### src/sv/mipmap_box_downsampler_defines.svh
// assertion helpers for the mipmap box downsampler
`ifndef MIPMAP_BOX_DOWNSAMPLER_DEFINES_SVH
`define MIPMAP_BOX_DOWNSAMPLER_DEFINES_SVH

// same-cycle implication
`define MBD_ASSERT_NOW(label, clk, rst_n, ante, cons) \
	label: assert property (@(posedge clk) disable iff (!rst_n) (ante) |-> (cons)) \
		else $error("mipmap downsampler check failed");

// next-cycle implication
`define MBD_ASSERT_NEXT(label, clk, rst_n, ante, cons) \
	label: assert property (@(posedge clk) disable iff (!rst_n) (ante) |=> (cons)) \
		else $error("mipmap downsampler check failed");

`endif

### src/sv/mbd_pkg.sv
package mbd_pkg;

	localparam int SAMPLE_W     = 16;
	localparam int LANES        = 4;
	localparam int CFG_W        = 13;
	localparam int ROW_W        = 12;
	localparam int HEIGHT_LIMIT = 4096;
	localparam int CH_W         = 3;

	// configuration register indexes
	typedef enum logic [1:0] {
		CFG_SRC_WIDTH     = 2'd0,
		CFG_SRC_HEIGHT    = 2'd1,
		CFG_CHANNEL_COUNT = 2'd2,
		CFG_WIDE_SAMPLES  = 2'd3
	} cfg_idx_t;

	typedef logic [LANES-1:0][SAMPLE_W-1:0] pix_t;

	// control carried with an item from the line store read stage to the averager
	typedef struct packed {
		logic             last;
		logic             h_one;
		logic             w_one;
		logic [LANES-1:0] lane_en;
	} ctl_t;

endpackage

### src/sv/mbd_reduce.sv
module mbd_reduce import mbd_pkg::*; (
	input  logic                clk,
	input  logic                arst_n,
	input  logic                valid_s1,
	input  ctl_t                ctl_s1,
	input  pix_t                cur_s1,
	input  pix_t                left_s1,
	input  pix_t                rd_even,
	input  pix_t                rd_odd,
	output logic                adv,
	output logic                out_valid,
	input  logic                out_ready,
	output pix_t                mip,
	output logic                last_pixel
);

	pix_t                tl, tr, bl;
	logic [SAMPLE_W+1:0] sum [LANES];
	pix_t                avg;
	logic                out_valid_q;
	pix_t                mip_q;
	logic                last_q;

	// pick the 2x2 neighbours, folding in the single row and single column cases
	always_comb begin
		bl = ctl_s1.w_one ? cur_s1 : left_s1;
		if (ctl_s1.h_one) begin
			tl = bl;
			tr = cur_s1;
		end else begin
			tl = rd_even;
			tr = ctl_s1.w_one ? rd_even : rd_odd;
		end
	end

	// per-lane sum of four, truncated average
	always_comb begin
		for (int c = 0; c < LANES; c++) begin
			sum[c] = (SAMPLE_W+2)'(tl[c]) + (SAMPLE_W+2)'(tr[c])
				+ (SAMPLE_W+2)'(bl[c]) + (SAMPLE_W+2)'(cur_s1[c]);
			avg[c] = ctl_s1.lane_en[c] ? sum[c][SAMPLE_W+1:2] : '0;
		end
	end

	assign adv = !out_valid_q || out_ready;

	// output register
	always_ff @(posedge clk or negedge arst_n) begin
		if (!arst_n) begin
			out_valid_q <= 1'b0;
		end else if (adv) begin
			out_valid_q <= valid_s1;
		end
	end

	always_ff @(posedge clk) begin
		if (adv && valid_s1) begin
			mip_q  <= avg;
			last_q <= ctl_s1.last;
		end
	end

	assign out_valid  = out_valid_q;
	assign mip        = mip_q;
	assign last_pixel = last_q;

endmodule

### config.mk
export PLATFORM = sky130hd
export DESIGN_NAME = mbd_reduce
export DESIGN_NICKNAME = d
export VERILOG_FILES = /design/src/sv/mipmap_box_downsampler_defines.svh /design/src/sv/mbd_pkg.sv /design/src/sv/mbd_reduce.sv
export SDC_FILE = /design/constraint.sdc
export NUM_CORES = 1
export LEC_CHECK = 0
export ABC_AREA = 1
export BUFFER_PORTS_ARGS = -buffer_cell sky130_fd_sc_hd__buf_2
export CAP_MARGIN = 20
export CORE_AREA = 5 5 166 168
export CTS_CLUSTER_DIAMETER = 200
export DETAILED_ROUTE_END_ITERATION = 8
export DIE_AREA = 0 0 171 173
export PLACE_DENSITY = 0.71
export SYNTH_ARGS = -nofsm -noshare
export SYNTH_HDL_FRONTEND = slang
export SYNTH_SLANG_ARGS = --single-unit
### constraint.sdc
create_clock -name clk -period 5.8 [get_ports clk]
set_input_delay 1.45 -clock clk [delete_from_list [all_inputs] [get_ports clk]]
set_output_delay 1.45 -clock clk [all_outputs]
set_load 0.01 [all_outputs]
Word-level counts from Yosys, hierarchy flattened. Index checks and enable logic that the tools add are counted.

Bits in registers: 66. Bits of input ports: 267. Output and inout bits: 67. Word-level logic and storage cells: 25.

Add/subtract/negate cells: 12. Mux-type cells: 4. Reduce and logical (&&, ||, !) cells: 3.

Operators by type and width (count): $mux 64 (4); $add 17x16->18 (4); $add 18x16->18 (4); $add 16x16->17 (4); $logic_and 1x1->1 (1); $logic_not 1->1 (1); $logic_or 1x1->1 (1).

Longest topological paths before layout.
Depth after elaboration: 5. Depth in mapped cells: 23. Depth with buffers taken out: 21.

Least setup slack after synthesis. No wires, ideal clock.

Path type: input to register. Start: input valid_s1. End: register last_q, in the netlist last_pixel (enable). Setup time: 0.509 ns. Arrival: 4.646 ns. Data required time: 5.291 ns. Setup slack: 0.644 ns. Stages: 2. Path buffers: 0. Cell sequence: inv_1 a21oi_1.

Longest elaborated chain between the ends: 1.

RTL lines: start: declaration (RTL line mbd_reduce.sv:4) `input logic valid_s1,`; $logic_and 1x1->1 (RTL line mbd_reduce.sv:57) `if (adv && valid_s1) begin`; end signal: assignment (RTL line mbd_reduce.sv:59) `last_q <= ctl_s1.last;`; end: declaration (RTL line mbd_reduce.sv:22) `logic last_q;`.

Every way passes these cells. A chain may end at the register's enable or synchronous reset.

Final worst setup path.
Start: input ctl_s1[5] (netlist bit). End: register mip_q, in the netlist mip[30] (data pin).

Longest elaborated chain between the ends: 4. Elaborated cells on any way between the ends: 5. Those cells by class: add/sub: 3; mux: 2.

RTL lines: start: declaration (RTL line mbd_reduce.sv:5) `input ctl_t ctl_s1,`; $mux 64 (RTL line mbd_reduce.sv:27) `if (ctl_s1.h_one) begin`; $add 16x16->17 (*) (RTL line mbd_reduce.sv:39) `sum[c] = (SAMPLE_W+2)'(tl[c]) + (SAMPLE_W+2)'(tr[c])`; $add 17x16->18 (*) (RTL line mbd_reduce.sv:40) `+ (SAMPLE_W+2)'(bl[c]) + (SAMPLE_W+2)'(cur_s1[c]);`; $add 18x16->18 (*) (RTL line mbd_reduce.sv:40); end signal: assignment (RTL line mbd_reduce.sv:58) `mip_q <= avg;`; end: declaration (RTL line mbd_reduce.sv:21) `pix_t mip_q;`.

Mark *: on every way between the ends. The rest lies on a longest branch, timed or not.

==> summary.md <==
| Metric | Value |
|---|---|
| Outcome | `completed` |
| Initial antenna violation count | `5` |
| Reg power frac | `16.7%` |
| Die Y | `173 µm` |
| Crit share post-route | `between 80 and 90%` |
| Initial Util | `44.2%` |
| Final Setup Violations | `0` |
| Final antenna-violating net count | `0` |
| Startpoint Class | `primary input` |
| CTS-repair resized insts | `0` |
| Max transition margin | `54.0%` |
| P_sw | `2.23 mW` |
| Vias per inst | `5.12` |
| Core Rows | `59` |
| CTS buffer count | `9` |
| Total power | `4.37 mW` |
| Syn_nets | `2074` |
| Share of layout cells above drive strength 1 | `a little over a fifth` |
| CTS sink cnt | `66` |
| Iter 0 DRT Violations | `866` |
| Crit path DAT | `around 5 ns` |
| RSZ-0062 raised after global routing | `false` |
| Final slew viol count | `0` |
| First-pass GRT wire length | `56.7 mm` |
| Internal Power | `2.14 mW` |
| Ys async rst share | `1.52%` |
| Clock share of power | `12.4%` |
| Hold-critical path depth | `2` |
| Largest net degree at the start of global routing | `108` |
| CTS tree | `done` |
| Final Cell Area | `13700 µm²` |
| Syn Area/Cell | `approximately 7 µm²` |
| Post-CTS Setup Inserts | `0` |
| Non-Filler Instances | `between 2000 and 2500` |
| Root buffer cell | `clkbuf_16` |
| Vias in the first global route | `11600` |
| Fillers | `roughly 2600` |
| Gp weighted congestion | `~0.91` |
| Sw Share | `51.1%` |
| Hold path start | `out_valid` |
| Multi-input logic area | `8120 µm²` |
| Critical Path Sink Type | `flop` |
| Number of flops mapped to enable cells by yosys | `65` |
| YS warnings | `0` |
| Type of the worst setup path | `in2reg` |
| Slew at the pin closest to its max-slew limit | `slightly below 0.7 ns` |
| Post-CTS Hold Buffers | `0` |
| Max Clock Skew | `0.0119 ns` |
| Die ar. | `29600 µm²` |
| Final net count | `about 2400` |
| Max Clock Freq | `206 MHz` |
| Setup TNS | `0 ns` |
| Yosys reg bits | `66` |
| Die W | `171 µm` |
| Worst min-delay path endpoint | `out_valid` |
| FF-to-FF path depth | `2` |
| Final HPWL from detailed placement | `28.7 mm` |
| LEAKAGE | `7.05 nW` |
| Routed WL per cell | `between 15 and 20 µm` |
| Max-cap viol count | `0` |
| Reg area | `between 1500 and 2000 µm²` |
| GR Overflow Total | `0` |
| Ports | `334` |
| Post-layout util | `53.0%` |
| HP Class | `reg2reg` |
| Synthesized cell area | `11400 µm²` |
| Combinational share of power | `70.9%` |
| Peak VDD IR | `169 µV` |
| Drt first pass iters | `7` |
| Port Buffers | `roughly 330` |
| RR Startpoint | `out_valid` |
| Cell total after placement | `about 2200` |
| Reg2reg setup slack | `3.88 ns` |
| WP data required | `between 5 and 6 ns` |
| H-tree levels | `3` |
| Seq/Total Area, Yosys | `17.3%` |
| GRT Total Usage | `~23%` |
| Routed wire length | `between 30 and 40 mm` |
| Min Clock Period, post-route | `4.86 ns` |
| Mapped Cells | `1619` |
| Area post-placement | `~13000 µm²` |
| DR DRC count | `0` |
| Pwr/cell area | `320 nW/µm²` |
| Maximum clock insertion buffer count | `2` |
| Reg-to-reg endpoint | `mip[22]` |
| Top_reg_cell synth | `edfxtp_1` |
| Core area | `25800 µm²` |
| Final count of hold timing violations | `0` |
| Worst-path maximum fanout | `62` |
| Distinct cells, synth | `34` |
| Total number of vias | `~12000` |
| Reg clk slew, reported paths | `0.07 ns` |
| Synth-to-Final Area Change | `19.8%` |
| Later-pin clock latency in the skew report | `0.34 ns` |
## critical path, stage by stage
cell and delay (ns):
buf_4 0.13, inv_4 0.44, buf_12 0.27, nand3_1 0.09, o21ai_0 0.11, fa_1 0.48, fa_1 0.52, inv_1 0.05
ha_1 0.40, nand2_1 0.18, o21ai_0 0.38, a21oi_1 0.18, a21oi_1 0.19, nor2_1 0.07
## kinds of logic (layout without fill, tap and decap cells)
kind of cell             after synthesis  count (layout)  synth area share [%]
AND/OR/NAND/NOR                      655             655                  24.7
AO/OA/AOI/OAI                        372             372                  16.9
buffers and inverters                333             633                  11.6
adder cells (fa/ha/maj)              188             188                  29.1
flip-flops                            66              66                  17.3
multiplexers                           4               4                 0.351
XOR/XNOR                               1               1                0.0768
other                                  0               3                     0
## Yosys cell counts (10+ instances only)
cell      count  area [µm²]
nand3_1      96         480
nand2_4      12         135
buf_2        23         115
nand2_2      17         106
ha_1         60         751
nor2_1       96         360
o21a_1       10        75.1
clkbuf_1     29         109
edfxtp_1     65        1950
nor3_1       13        65.1
a21oi_1     113         566
o21ai_0     215        1080
inv_1       268        1010
o21ai_1      16        80.1
nand2_1     403        1510
fa_1        128        2560
## layout by cell type (no fill, tap or decap), types with 2 or more instances in the layout
master      instances
o21a_1             10
o31ai_1             3
o21ai_0           215
inv_2               3
edfxtp_1           65
o21ai_1            16
buf_12              6
buf_2             331
o21bai_1            2
nor3_2              3
buf_4               7
clkbuf_16           9
ha_1               60
a21o_1              3
nand3_2             5
mux2i_1             4
nor2_1             96
diode_2             3
nand3_1            96
nand2_4            12
fa_1              128
nand2_1           403
inv_1             268
a21oi_1           112
clkinvlp_4          2
clkbuf_1            2
o211ai_1            8
a21boi_0            2
nor4_1              4
nor3_1             13
nand3b_1            6
nand2_2            17
## through the flow
step	setup slack [ns]	hold slack, ns
floorplan	0.644	0.609
global placement	0.607	0.554
detailed placement	0.629	0.573
CTS	0.991	0.587
global route	0.663	0.617
finish	0.938	0.577
## how the worst max path moves through the flow
stage                   start    endpoint  slack (ns)  depth (start not counted)
floorplan            valid_s1  last_pixel        0.64                          2
global placement    ctl_s1[5]     mip[30]        0.61                         14
detailed placement  ctl_s1[5]     mip[30]        0.63                         14
CTS                 ctl_s1[5]     mip[30]        0.99                         14
global route        ctl_s1[5]      mip[7]        0.66                         18
finish              ctl_s1[5]     mip[30]        0.94                         14
## flip-flops by register name (all words and copies together) (netlist names)
register and cells:
mip 64, out_valid 1, last_pixel 1
## metal layers
metal	vias up	global-route usage (%)	wire length [µm]
met5	-	0	25
met4	4	5.98	643
met2	376	39.1	16900
met1	5333	31.4	15000
met3	44	2.95	2360
li1	5797	-	-
## cell type report
class	instances	share of cell area, %
Clock inverter	4	0.211
Inverter	273	7.56
Timing Repair Buffer	344	13.4
Clock buffer	12	1.81
Antenna cell	3	0.0550
Tap cell	335	3.07
Multi-Input combinational cell	1220	59.4
Sequential cell	66	14.5
## power groups by stage
stage                     logic, mW  registers, mW  clock network (mW)
after global placement         3.03          0.737                   0
after CTS                      3.09          0.729               0.556
final                          3.09          0.728               0.543
after floorplan                2.22          0.790                   0
after detailed placement       3.07          0.737                   0
after global routing           3.56          0.736               0.576
Power figures use the tool's default switching activity.
